$ cat config.mk
export PLATFORM = sky130hd
export DESIGN_NAME = float_image_to_byte_normalizer_flat
export DESIGN_NICKNAME = d
export VERILOG_FILES = /design/src/rtl/fibn_pkg.sv /design/src/rtl/fibn_in_if.sv /design/src/rtl/fibn_out_if.sv /design/src/rtl/float_image_to_byte_normalizer.sv /design/src/rtl/fibn_div.sv /design/src/rtl/fibn_ctrl.sv /design/src/rtl/fibn_dp.sv /design/src/flat_wrapper.sv
export SDC_FILE = /design/constraint.sdc
export NUM_CORES = 2
export LEC_CHECK = 0
export ABC_AREA = 0
export BUFFER_PORTS_ARGS = -buffer_cell sky130_fd_sc_hd__buf_4
export CAP_MARGIN = 20
export CORE_UTILIZATION = 60
export DETAILED_ROUTE_END_ITERATION = 16
export GPL_ROUTABILITY_DRIVEN = 1
export HOLD_SLACK_MARGIN = 0.05
export PLACE_DENSITY = 0.82
export SYNTH_ARGS = -nofsm -noshare
export SYNTH_HDL_FRONTEND = slang
export SYNTH_SLANG_ARGS = --single-unit
$ cat constraint.sdc
create_clock -name clk -period 15.68 [get_ports clk]
set_input_delay 3.92 -clock clk [delete_from_list [all_inputs] [get_ports clk]]
set_output_delay 3.92 -clock clk [all_outputs]
set_load 0.05 [all_outputs]
$ cat src/rtl/fibn_pkg.sv
package fibn_pkg;

    // Frame size limits
    localparam int MAX_WIDTH  = 4096;
    localparam int MAX_HEIGHT = 4096;

    // Field widths
    localparam int SAMPLE_W   = 32;
    localparam int PIXEL_W    = 8;
    localparam int SIZE_W     = 13;
    localparam int MODE_W     = 2;
    localparam int CFG_IDX_W  = 2;
    localparam int CFG_DATA_W = 13;

    // Raster counter widths and compare width
    localparam int COL_W = (MAX_WIDTH > 1) ? $clog2(MAX_WIDTH) : 1;
    localparam int ROW_W = (MAX_HEIGHT > 1) ? $clog2(MAX_HEIGHT) : 1;
    localparam int CMP_A = (COL_W > ROW_W) ? COL_W : ROW_W;
    localparam int CMP_W = ((CMP_A > SIZE_W) ? CMP_A : SIZE_W) + 1;

    // Range, reciprocal and divider sizing
    localparam int RANGE_W    = 32;
    localparam int RECIP_W    = 40;
    localparam int RECIP_HI_W = RECIP_W - RANGE_W;
    localparam int DIV_CNT_W  = $clog2(RECIP_W);
    localparam logic [RECIP_W-1:0] DIVIDEND = RECIP_W'(255) << RANGE_W;
    localparam logic [PIXEL_W-1:0] PIX_MAX  = 8'hFF;

    // Rounded product width before the clamp
    localparam int X_W = RECIP_HI_W + RANGE_W + 1;

    // Register indexes
    localparam logic [CFG_IDX_W-1:0] REG_MAP_MODE     = 2'd0;
    localparam logic [CFG_IDX_W-1:0] REG_SKIP_BORDER  = 2'd1;
    localparam logic [CFG_IDX_W-1:0] REG_FRAME_WIDTH  = 2'd2;
    localparam logic [CFG_IDX_W-1:0] REG_FRAME_HEIGHT = 2'd3;

    // Map modes
    localparam logic [MODE_W-1:0] MODE_MAX    = 2'd0;
    localparam logic [MODE_W-1:0] MODE_MINMAX = 2'd1;
    localparam logic [MODE_W-1:0] MODE_AUTO   = 2'd2;

    // Item actions
    localparam logic ACT_STAT = 1'b0;
    localparam logic ACT_MAP  = 1'b1;

    // Controller states
    typedef enum logic [5:0] {
        ST_IDLE  = 6'b000001,
        ST_DIFF  = 6'b000010,
        ST_MULT  = 6'b000100,
        ST_SUM   = 6'b001000,
        ST_LATCH = 6'b010000,
        ST_DIV   = 6'b100000
    } ctrl_state_t;

    // Controller to datapath
    typedef struct packed {
        logic take;
        logic latch;
        logic div_step;
        logic diff;
        logic mult;
        logic emit;
    } ctrl_cmd_t;

    // Datapath to controller
    typedef struct packed {
        logic item_map;
        logic item_last;
        logic range_zero;
        logic div_last;
        logic out_stall;
    } dp_status_t;

endpackage

$ cat src/rtl/fibn_in_if.sv
interface fibn_in_if
    import fibn_pkg::*;
();
    logic                       valid;
    logic                       ready;
    logic                       action;
    logic signed [SAMPLE_W-1:0] sample;
    logic                       finite;

    modport source (output valid, action, sample, finite, input ready);
    modport sink   (input valid, action, sample, finite, output ready);
endinterface

$ cat src/rtl/fibn_out_if.sv
interface fibn_out_if
    import fibn_pkg::*;
();
    logic               valid;
    logic               ready;
    logic [PIXEL_W-1:0] pixel;
    logic               frame_end;

    modport source (output valid, pixel, frame_end, input ready);
    modport sink   (input valid, pixel, frame_end, output ready);
endinterface

$ cat src/rtl/float_image_to_byte_normalizer.sv
// Normalizer (max, min-max or auto mode) of signed Q16.16 frames to bytes.
// Each frame is sent twice in raster order: statistics items (action 0) give
// no result; mapping items (action 1) give one byte each and pass through the
// capture, subtract, multiply and round states.
// The last statistics item of a frame is followed by a state that picks the
// range and then the bit-serial divider that forms the reciprocal
// 255 * 2^32 / range, with the input held off. A frame that maps to black
// skips the divider and holds the input off only for the range pick. A result
// waits in an output register, so the next item is accepted while it is still
// pending; a stalled output holds the next mapping item in its rounding stage.
module float_image_to_byte_normalizer
    import fibn_pkg::*;
(
    input  logic                  clk,
    input  logic                  rst_n,
    fibn_in_if.sink               sample_in,
    fibn_out_if.source            pixel_out,
    input  logic                  cfg_we,
    input  logic [CFG_IDX_W-1:0]  cfg_index,
    input  logic [CFG_DATA_W-1:0] cfg_data
);

    ctrl_cmd_t  cmd;
    dp_status_t status;

    fibn_ctrl u_ctrl (
        .clk      (clk),
        .rst_n    (rst_n),
        .in_valid (sample_in.valid),
        .in_ready (sample_in.ready),
        .status   (status),
        .cmd      (cmd)
    );

    fibn_dp u_dp (
        .clk       (clk),
        .rst_n     (rst_n),
        .cfg_we    (cfg_we),
        .cfg_index (cfg_index),
        .cfg_data  (cfg_data),
        .in_action (sample_in.action),
        .in_sample (sample_in.sample),
        .in_finite (sample_in.finite),
        .cmd       (cmd),
        .status    (status),
        .out_valid (pixel_out.valid),
        .out_ready (pixel_out.ready),
        .pixel     (pixel_out.pixel),
        .frame_end (pixel_out.frame_end)
    );

endmodule

$ cat src/rtl/fibn_div.sv
module fibn_div
    import fibn_pkg::*;
(
    input  logic               clk,
    input  logic               rst_n,
    input  logic               load,
    input  logic               step,
    input  logic [RANGE_W-1:0] divisor,
    output logic [RECIP_W-1:0] quotient,
    output logic               last
);

    logic [RANGE_W-1:0]   div_reg;
    logic [RANGE_W-1:0]   rem_reg;
    logic [RANGE_W-1:0]   rem_next;
    logic [RECIP_W-1:0]   quo_reg;
    logic [RECIP_W-1:0]   quo_next;
    logic [DIV_CNT_W-1:0] cnt_reg;
    logic [DIV_CNT_W-1:0] cnt_next;
    logic [RANGE_W:0]     trial;
    logic [RANGE_W:0]     diff;
    logic                 fits;

    // One restoring step: shift in the next dividend bit, subtract if it fits
    always_comb
    begin
        trial    = {rem_reg, quo_reg[RECIP_W-1]};
        diff     = trial - {1'b0, div_reg};
        fits     = (trial >= {1'b0, div_reg});
        rem_next = fits ? diff[RANGE_W-1:0] : trial[RANGE_W-1:0];
        quo_next = {quo_reg[RECIP_W-2:0], fits};
        cnt_next = cnt_reg + DIV_CNT_W'(1);
    end

    // Hold the step count
    always_ff @(posedge clk or negedge rst_n)
    begin
        if (!rst_n)
        begin
            cnt_reg <= '0;
        end
        else if (load)
        begin
            cnt_reg <= '0;
        end
        else if (step)
        begin
            cnt_reg <= cnt_next;
        end
    end

    // Advance remainder and quotient
    always_ff @(posedge clk)
    begin
        if (load)
        begin
            div_reg <= divisor;
            rem_reg <= '0;
            quo_reg <= DIVIDEND;
        end
        else if (step)
        begin
            rem_reg <= rem_next;
            quo_reg <= quo_next;
        end
    end

    assign quotient = quo_reg;
    assign last     = (cnt_reg == DIV_CNT_W'(RECIP_W - 1));

endmodule

$ cat src/rtl/fibn_ctrl.sv
module fibn_ctrl
    import fibn_pkg::*;
(
    input  logic       clk,
    input  logic       rst_n,
    input  logic       in_valid,
    output logic       in_ready,
    input  dp_status_t status,
    output ctrl_cmd_t  cmd
);

    ctrl_state_t state_reg;
    ctrl_state_t state_next;

    // Sequence the datapath for each item
    always_comb
    begin
        state_next = state_reg;
        cmd        = '0;
        in_ready   = 1'b0;
        case (state_reg)
            ST_IDLE:
            begin
                in_ready = 1'b1;
                cmd.take = in_valid;
                if (in_valid)
                begin
                    if (status.item_map)
                    begin
                        state_next = ST_DIFF;
                    end
                    else if (status.item_last)
                    begin
                        state_next = ST_LATCH;
                    end
                end
            end
            ST_LATCH:
            begin
                cmd.latch  = 1'b1;
                state_next = status.range_zero ? ST_IDLE : ST_DIV;
            end
            ST_DIV:
            begin
                cmd.div_step = 1'b1;
                if (status.div_last)
                begin
                    state_next = ST_IDLE;
                end
            end
            ST_DIFF:
            begin
                cmd.diff   = 1'b1;
                state_next = ST_MULT;
            end
            ST_MULT:
            begin
                cmd.mult   = 1'b1;
                state_next = ST_SUM;
            end
            ST_SUM:
            begin
                if (!status.out_stall)
                begin
                    cmd.emit   = 1'b1;
                    state_next = ST_IDLE;
                end
            end
            default:
            begin
                state_next = ST_IDLE;
            end
        endcase
    end

    always_ff @(posedge clk or negedge rst_n)
    begin
        if (!rst_n)
        begin
            state_reg <= ST_IDLE;
        end
        else
        begin
            state_reg <= state_next;
        end
    end

endmodule

$ cat src/rtl/fibn_dp.sv
module fibn_dp
    import fibn_pkg::*;
(
    input  logic                       clk,
    input  logic                       rst_n,
    input  logic                       cfg_we,
    input  logic [CFG_IDX_W-1:0]       cfg_index,
    input  logic [CFG_DATA_W-1:0]      cfg_data,
    input  logic                       in_action,
    input  logic signed [SAMPLE_W-1:0] in_sample,
    input  logic                       in_finite,
    input  ctrl_cmd_t                  cmd,
    output dp_status_t                 status,
    output logic                       out_valid,
    input  logic                       out_ready,
    output logic [PIXEL_W-1:0]         pixel,
    output logic                       frame_end
);

    // Configuration
    logic [MODE_W-1:0] mode_reg;
    logic              skip_reg;
    logic [SIZE_W-1:0] fw_reg;
    logic [SIZE_W-1:0] fh_reg;

    // Raster position
    logic [COL_W-1:0]  col_reg;
    logic [ROW_W-1:0]  row_reg;
    logic [COL_W-1:0]  col_next;
    logic [ROW_W-1:0]  row_next;

    // Statistics
    logic signed [SAMPLE_W-1:0] rmin_reg;
    logic signed [SAMPLE_W-1:0] rmax_reg;
    logic signed [SAMPLE_W-1:0] wmin_reg;
    logic                       rseen_reg;
    logic                       wseen_reg;

    // Latched mapping
    logic signed [SAMPLE_W-1:0] base_reg;
    logic [RANGE_W-1:0]         range_reg;
    logic                       black_reg;

    // Item and mapping stages
    logic signed [SAMPLE_W-1:0] v_reg;
    logic                       fin_reg;
    logic                       last_reg;
    logic [RANGE_W-1:0]         d_reg;
    logic                       zero_reg;
    logic                       sat_reg;
    logic [2*RANGE_W-1:0]       plo_reg;
    logic [RECIP_W-1:0]         phi_reg;

    // Output register
    logic                       ov_reg;
    logic                       ov_next;
    logic [PIXEL_W-1:0]         pix_reg;
    logic [PIXEL_W-1:0]         pix_next;
    logic                       end_reg;

    // Combinational helpers
    logic [SIZE_W-1:0]   w_eff;
    logic [SIZE_W-1:0]   h_eff;
    logic [CMP_W-1:0]    col_x;
    logic [CMP_W-1:0]    row_x;
    logic [CMP_W-1:0]    w_x;
    logic [CMP_W-1:0]    h_x;
    logic                row_end;
    logic                last;
    logic                in_region;
    logic                use_mm;
    logic                range_zero;
    logic [SAMPLE_W:0]   span;
    logic [RANGE_W-1:0]  range_sel;
    logic signed [SAMPLE_W-1:0] base_sel;
    logic signed [SAMPLE_W:0]   d_full;
    logic                d_pos;
    logic [RECIP_W-1:0]  recip;
    logic                div_last;
    logic [2*RANGE_W:0]  rnd;
    logic [X_W-1:0]      x_sum;

    fibn_div u_div (
        .clk      (clk),
        .rst_n    (rst_n),
        .load     (cmd.latch && !range_zero),
        .step     (cmd.div_step),
        .divisor  (range_sel),
        .quotient (recip),
        .last     (div_last)
    );

    // Clamp frame sizes and find the raster position flags
    always_comb
    begin
        if (fw_reg == '0)
        begin
            w_eff = SIZE_W'(1);
        end
        else if (fw_reg > MAX_WIDTH)
        begin
            w_eff = SIZE_W'(MAX_WIDTH);
        end
        else
        begin
            w_eff = fw_reg;
        end
        if (fh_reg == '0)
        begin
            h_eff = SIZE_W'(1);
        end
        else if (fh_reg > MAX_HEIGHT)
        begin
            h_eff = SIZE_W'(MAX_HEIGHT);
        end
        else
        begin
            h_eff = fh_reg;
        end
        col_x   = CMP_W'(col_reg);
        row_x   = CMP_W'(row_reg);
        w_x     = CMP_W'(w_eff);
        h_x     = CMP_W'(h_eff);
        row_end = (col_x + CMP_W'(1)) >= w_x;
        last    = row_end && ((row_x + CMP_W'(1)) >= h_x);
        in_region = 1'b1;
        if (skip_reg && (w_x >= CMP_W'(3)) && (h_x >= CMP_W'(3)))
        begin
            in_region = (col_x >= CMP_W'(1)) && ((col_x + CMP_W'(1)) < w_x) &&
                        (row_x >= CMP_W'(1)) && ((row_x + CMP_W'(1)) < h_x);
        end
        col_next = row_end ? '0 : col_reg + COL_W'(1);
        if (!row_end)
        begin
            row_next = row_reg;
        end
        else if (last)
        begin
            row_next = '0;
        end
        else
        begin
            row_next = row_reg + ROW_W'(1);
        end
    end

    // Choose the mapping from the gathered statistics
    always_comb
    begin
        if (mode_reg == MODE_MAX)
        begin
            use_mm = 1'b0;
        end
        else if (mode_reg == MODE_MINMAX)
        begin
            use_mm = 1'b1;
        end
        else
        begin
            use_mm = wseen_reg && (wmin_reg < 0);
        end
        span = {rmax_reg[SAMPLE_W-1], rmax_reg} - {rmin_reg[SAMPLE_W-1], rmin_reg};
        if (use_mm)
        begin
            range_zero = !(rseen_reg && (rmax_reg > rmin_reg));
            range_sel  = span[RANGE_W-1:0];
            base_sel   = rmin_reg;
        end
        else
        begin
            range_zero = !(rseen_reg && (rmax_reg > 0));
            range_sel  = RANGE_W'(rmax_reg);
            base_sel   = '0;
        end
    end

    // Mapping arithmetic
    always_comb
    begin
        d_full   = {v_reg[SAMPLE_W-1], v_reg} - {base_reg[SAMPLE_W-1], base_reg};
        d_pos    = !d_full[SAMPLE_W] && (d_full != '0);
        rnd      = {1'b0, plo_reg} + ((2*RANGE_W+1)'(1) << (RANGE_W - 1));
        x_sum    = X_W'(phi_reg) + X_W'(rnd[2*RANGE_W:RANGE_W]);
        if (zero_reg)
        begin
            pix_next = '0;
        end
        else if (sat_reg || (x_sum > X_W'(PIX_MAX)))
        begin
            pix_next = PIX_MAX;
        end
        else
        begin
            pix_next = x_sum[PIXEL_W-1:0];
        end
        ov_next = cmd.emit ? 1'b1 : (out_ready ? 1'b0 : ov_reg);
    end

    // Configuration writes
    always_ff @(posedge clk or negedge rst_n)
    begin
        if (!rst_n)
        begin
            mode_reg <= MODE_AUTO;
            skip_reg <= 1'b1;
            fw_reg   <= SIZE_W'(640);
            fh_reg   <= SIZE_W'(480);
        end
        else if (cfg_we)
        begin
            case (cfg_index)
                REG_MAP_MODE:     mode_reg <= cfg_data[MODE_W-1:0];
                REG_SKIP_BORDER:  skip_reg <= cfg_data[0];
                REG_FRAME_WIDTH:  fw_reg   <= cfg_data[SIZE_W-1:0];
                REG_FRAME_HEIGHT: fh_reg   <= cfg_data[SIZE_W-1:0];
                default:          mode_reg <= mode_reg;
            endcase
        end
    end

    // Advance position, gather statistics, latch the mapping
    always_ff @(posedge clk or negedge rst_n)
    begin
        if (!rst_n)
        begin
            col_reg   <= '0;
            row_reg   <= '0;
            rmin_reg  <= {1'b0, {(SAMPLE_W-1){1'b1}}};
            rmax_reg  <= {1'b1, {(SAMPLE_W-1){1'b0}}};
            wmin_reg  <= {1'b0, {(SAMPLE_W-1){1'b1}}};
            rseen_reg <= 1'b0;
            wseen_reg <= 1'b0;
            base_reg  <= '0;
            range_reg <= '0;
            black_reg <= 1'b1;
        end
        else if (cmd.latch)
        begin
            base_reg  <= range_zero ? '0 : base_sel;
            range_reg <= range_sel;
            black_reg <= range_zero;
            rmin_reg  <= {1'b0, {(SAMPLE_W-1){1'b1}}};
            rmax_reg  <= {1'b1, {(SAMPLE_W-1){1'b0}}};
            wmin_reg  <= {1'b0, {(SAMPLE_W-1){1'b1}}};
            rseen_reg <= 1'b0;
            wseen_reg <= 1'b0;
        end
        else if (cmd.take)
        begin
            col_reg <= col_next;
            row_reg <= row_next;
            if ((in_action == ACT_STAT) && in_finite)
            begin
                if (in_sample < wmin_reg)
                begin
                    wmin_reg <= in_sample;
                end
                wseen_reg <= 1'b1;
                if (in_region)
                begin
                    if (in_sample < rmin_reg)
                    begin
                        rmin_reg <= in_sample;
                    end
                    if (in_sample > rmax_reg)
                    begin
                        rmax_reg <= in_sample;
                    end
                    rseen_reg <= 1'b1;
                end
            end
        end
    end

    // Capture the item and run the mapping stages
    always_ff @(posedge clk)
    begin
        if (cmd.take)
        begin
            v_reg    <= in_sample;
            fin_reg  <= in_finite;
            last_reg <= last;
        end
        if (cmd.diff)
        begin
            d_reg    <= d_full[RANGE_W-1:0];
            zero_reg <= !fin_reg || black_reg || !d_pos;
            sat_reg  <= d_full[RANGE_W-1:0] >= range_reg;
        end
        if (cmd.mult)
        begin
            plo_reg <= d_reg * recip[RANGE_W-1:0];
            phi_reg <= RECIP_W'(d_reg) * RECIP_W'(recip[RECIP_W-1:RANGE_W]);
        end
        if (cmd.emit)
        begin
            pix_reg <= pix_next;
            end_reg <= last_reg;
        end
    end

    // Hold the result until it is taken
    always_ff @(posedge clk or negedge rst_n)
    begin
        if (!rst_n)
        begin
            ov_reg <= 1'b0;
        end
        else
        begin
            ov_reg <= ov_next;
        end
    end

    assign status.item_map   = (in_action == ACT_MAP);
    assign status.item_last  = last;
    assign status.range_zero = range_zero;
    assign status.div_last   = div_last;
    assign status.out_stall  = ov_reg && !out_ready;

    assign out_valid = ov_reg;
    assign pixel     = pix_reg;
    assign frame_end = end_reg;

endmodule

$ cat src/flat_wrapper.sv
// flat-port wrapper written by rule: the top's interface ports become plain ports
module float_image_to_byte_normalizer_flat import fibn_pkg::*;
  (clk, rst_n, cfg_we, cfg_index, cfg_data, sample_in_valid, sample_in_action, sample_in_sample, sample_in_finite, sample_in_ready, pixel_out_valid, pixel_out_pixel, pixel_out_frame_end, pixel_out_ready);
  fibn_in_if sample_in_i ();
  fibn_out_if pixel_out_i ();
  input  logic clk;
  input  logic rst_n;
  input  logic cfg_we;
  input  logic [CFG_IDX_W-1:0] cfg_index;
  input  logic [CFG_DATA_W-1:0] cfg_data;
  input wire logic [$bits(sample_in_i.valid)-1:0] sample_in_valid;
  input wire logic [$bits(sample_in_i.action)-1:0] sample_in_action;
  input wire logic [$bits(sample_in_i.sample)-1:0] sample_in_sample;
  input wire logic [$bits(sample_in_i.finite)-1:0] sample_in_finite;
  output wire logic [$bits(sample_in_i.ready)-1:0] sample_in_ready;
  output wire logic [$bits(pixel_out_i.valid)-1:0] pixel_out_valid;
  output wire logic [$bits(pixel_out_i.pixel)-1:0] pixel_out_pixel;
  output wire logic [$bits(pixel_out_i.frame_end)-1:0] pixel_out_frame_end;
  input wire logic [$bits(pixel_out_i.ready)-1:0] pixel_out_ready;
  assign sample_in_i.valid = sample_in_valid;
  assign sample_in_i.action = sample_in_action;
  assign sample_in_i.sample = sample_in_sample;
  assign sample_in_i.finite = sample_in_finite;
  assign sample_in_ready = sample_in_i.ready;
  assign pixel_out_valid = pixel_out_i.valid;
  assign pixel_out_pixel = pixel_out_i.pixel;
  assign pixel_out_frame_end = pixel_out_i.frame_end;
  assign pixel_out_i.ready = pixel_out_ready;
  float_image_to_byte_normalizer u_core (.clk(clk), .rst_n(rst_n), .sample_in(sample_in_i), .pixel_out(pixel_out_i), .cfg_we(cfg_we), .cfg_index(cfg_index), .cfg_data(cfg_data));
endmodule
==> impl_metrics.csv <==
group,metric,value,unit
outcome,status,"finished, final reports clean",
finish,final_core_util,64.3,%
power_and_ir_drop,power_density,74.1,nW/um^2
sta,setup_viol,0,
detailed_routing,first_iter_violations,4310,
sta,slew_headroom,20.9,%
flow_run,drv_cap,0,
power_and_ir_drop,p_leak,36.3,nW
grt,grt_pass1_vias,56300,
die,coreArea,115000,um^2
worst_setup_path,rrSetupSlack,6170,ps
placement,routabilityCongestion,0.948,
logic_synthesis,avgSynthCellArea,9.17,um^2
sta,hold_slack,435,ps
worst_setup_path,cp_max_fo,24,
clocking,cts_hold_buf,0,
clocking,cts_max_path_buffers,3,
logic_synthesis,synth_cell_types,90,
finish,multiInputGateArea,51000,um^2
sta,fmax,105,MHz
die,die-width,344,um
placement,port_buffers,64,
sta,period_minus_slack,9510,ps
finish,regArea,12700,um^2
clocking,cts-root-buf,"clkbuf_16",
finish,drive_above_1_share,5.93,%
sta,rsz0062_at_grt,"false",
grt,track_usage,31.9,%
sta,worst_pin_slew,1180,ps
clocking,cts_buffers,58,
sta,skew,45.0,ps
die,start_util,60.9,%
logic_synthesis,async_flop_share,47.4,%
grt,grt_max_degree,182,
logic_synthesis,syn_nets,9375,
worst_setup_path,critPathLaunchType,"flop",
placement,dp_slack,6230,ps
power_and_ir_drop,total_power,5.48,mW
logic_synthesis,ys_seq_area_share,18.2,%
detailed_routing,dr_total_vias,53600,
logic_synthesis,ys_warn_count,0,
clocking,clk_latency,700,ps
grt,grt_pass1_wl,297000,um
detailed_routing,first_pass_iters,7,
sta,final.setup.tns,0,ps
logic_synthesis,synth_edf_count,182,
die,dieArea,118000,um^2
placement,hpwl,140000,um
clocking,cts_tree,"done",
sta,fin_crit_sh,60.7,%
finish,syn2layout_area_growth,5.63,%
sta,hold_violations,0,
grt,grt-ovfl-total,0,
worst_setup_path,worstPathArrival,9910,ps
finish,final_nets,9228,
logic_synthesis,synth_top_area_cell,"fa_1",
detailed_routing,drt-wirelength-per-cell,20.3,um
detailed_routing,antenna_left,0,
clocking,cts.clk_slew.worst_paths,60,ps
clocking,cts_sinks,483,
grt,antenna_found_initial,5,
die,row_count,124,
logic_synthesis,ys.flop_type,"edfxtp_1",
die,die_h,344,um
clocking,cts_resized,0,
worst_setup_path,path_class,"reg2reg",
clocking,post_cts_buffers,0,
die,num_io_pins,65,
logic_synthesis,netlist_instances,7633,
finish,fill_cells,9030,
sta,slew_viol_final,0,
worst_setup_path,crit_path_end_kind,"flop",
logic_synthesis,yosys-top-cells-area,"fa_1 31%, ha_1 11%, edfxtp_1 7.8%",
logic_synthesis,syn_area,70000,um^2
logic_synthesis,yosysMostFrequentCell,"inv_1",
logic_synthesis,synth_commonest_cells,"1,316 x inv_1, 1,079 x fa_1, 950 x nand2_1",
hold_path,hold_class,"reg2reg",
logic_synthesis,synth_top_area_share,30.9,%
detailed_routing,drc_errors,0,
detailed_routing,wl,184000,um
clocking,htreeDepth,2,
detailed_routing,vias_per_cell,5.93,
logic_synthesis,ys_seq_elements,483,
power_and_ir_drop,max-vdd-ir-drop,147,uV
sta,layout_setup_ws,6170,ps
worst_setup_path,crit_required,16080,ps
==> metal layers <==
layer  vias to the layer above  track usage [%]  share of wire, %
met3                       525             6.02               8.5
met4                         6             13.2               4.7
met2                      2261             52.2                47
met5                         -            0.200             0.029
met1                     26900             41.7                40
li1                      23900                -                 -
==> worst max-delay path: stages, from the launching register on <==
cell	delay (ps)
dfxtp_1	600
buf_4	380
and2_1	200
fa_1	450
fa_1	630
inv_1	90
fa_1	460
fa_1	560
inv_1	70
fa_1	570
fa_1	440
fa_1	510
fa_1	420
ha_1	360
a21oi_1	180
o21ai_0	130
a2111oi_0	410
nand3_1	290
o211ai_1	710
a21boi_0	240
o21bai_1	210
nand2_1	150
a221oi_1	690
a21boi_0	270
xor2_1	200
==> cells by family after synthesis <==
logic type / synth area share [%]
AOI/OAI and AO/OA: 8.93
xor gates and xnor gates: 2.68
adders and majority gates: 41.7
buffers and inverters: 9.10
DFF: 18.2
muxes: 1.92
and+or+nand+nor: 17.4
==> path summary, 6_finish.rpt <==
check                                                    from                      end  depth (start not counted)
worst max-delay path            u_core.u_dp.u_div.quotient[9]  u_core.u_dp.plo_reg[46]                         24
worst min-delay path                     u_core.u_dp.last_reg    u_core.u_dp.frame_end                          0
worst max register to register  u_core.u_dp.u_div.quotient[9]  u_core.u_dp.plo_reg[46]                         24
worst min register to register           u_core.u_dp.last_reg    u_core.u_dp.frame_end                          0
max in group asynchronous                               rst_n   u_core.u_dp.row_reg[9]                          2
min in group asynchronous                               rst_n  u_core.u_dp.base_reg[0]                          1
==> cell usage in the layout (no fill, tap or decap), types with 12 or more instances in the layout <==
master,n
nand2_1,950
fa_1,1079
mux2i_1,49
nor2b_1,50
a211oi_1,13
inv_1,1315
nand3_1,91
o21a_1,34
dfxtp_1,72
a21o_1,112
ha_1,609
or3_1,14
mux2_2,76
a21oi_1,238
a2111oi_0,12
nor2_1,279
nor3_1,51
o21bai_1,33
o21ai_0,297
and2_1,738
edfxtp_1,182
nand3b_1,12
or4_1,13
dfstp_2,73
xnor2_1,131
nor4_1,38
xor2_1,83
buf_4,148
nand2b_1,46
o31ai_1,17
o211ai_1,55
dfrtp_1,156
a31oi_1,28
clkbuf_16,60
nand4_1,71
and3_1,48
a22o_1,20
==> power breakdown <==
group          total, mW  switching (mW)  internal (mW)
clock network       1.44           0.597          0.840
logic               2.26            1.38          0.874
registers           1.79           0.171           1.61
total               5.48            2.15           3.33
==> final cells by class <==
class / count / area share [%]
inverters: 1318 / 6.69
flip-flops and latches: 483 / 17.2
clock inverters: 34 / 0.594
multi-input cells: 5465 / 68.9
well taps: 1512 / 2.56
diodes: 1 / 0.00338
clock buffers: 74 / 2.16
repair buffers: 160 / 1.84
==> through the flow <==
stage	instances	instance area, um^2
detailed placement	8932	71800
CTS	9040	73800
global placement	8928	71700
global route	9046	73900
finish	9047	73900
floorplan	7633	70000
Note: power is estimated with default switching activity, not from simulation.
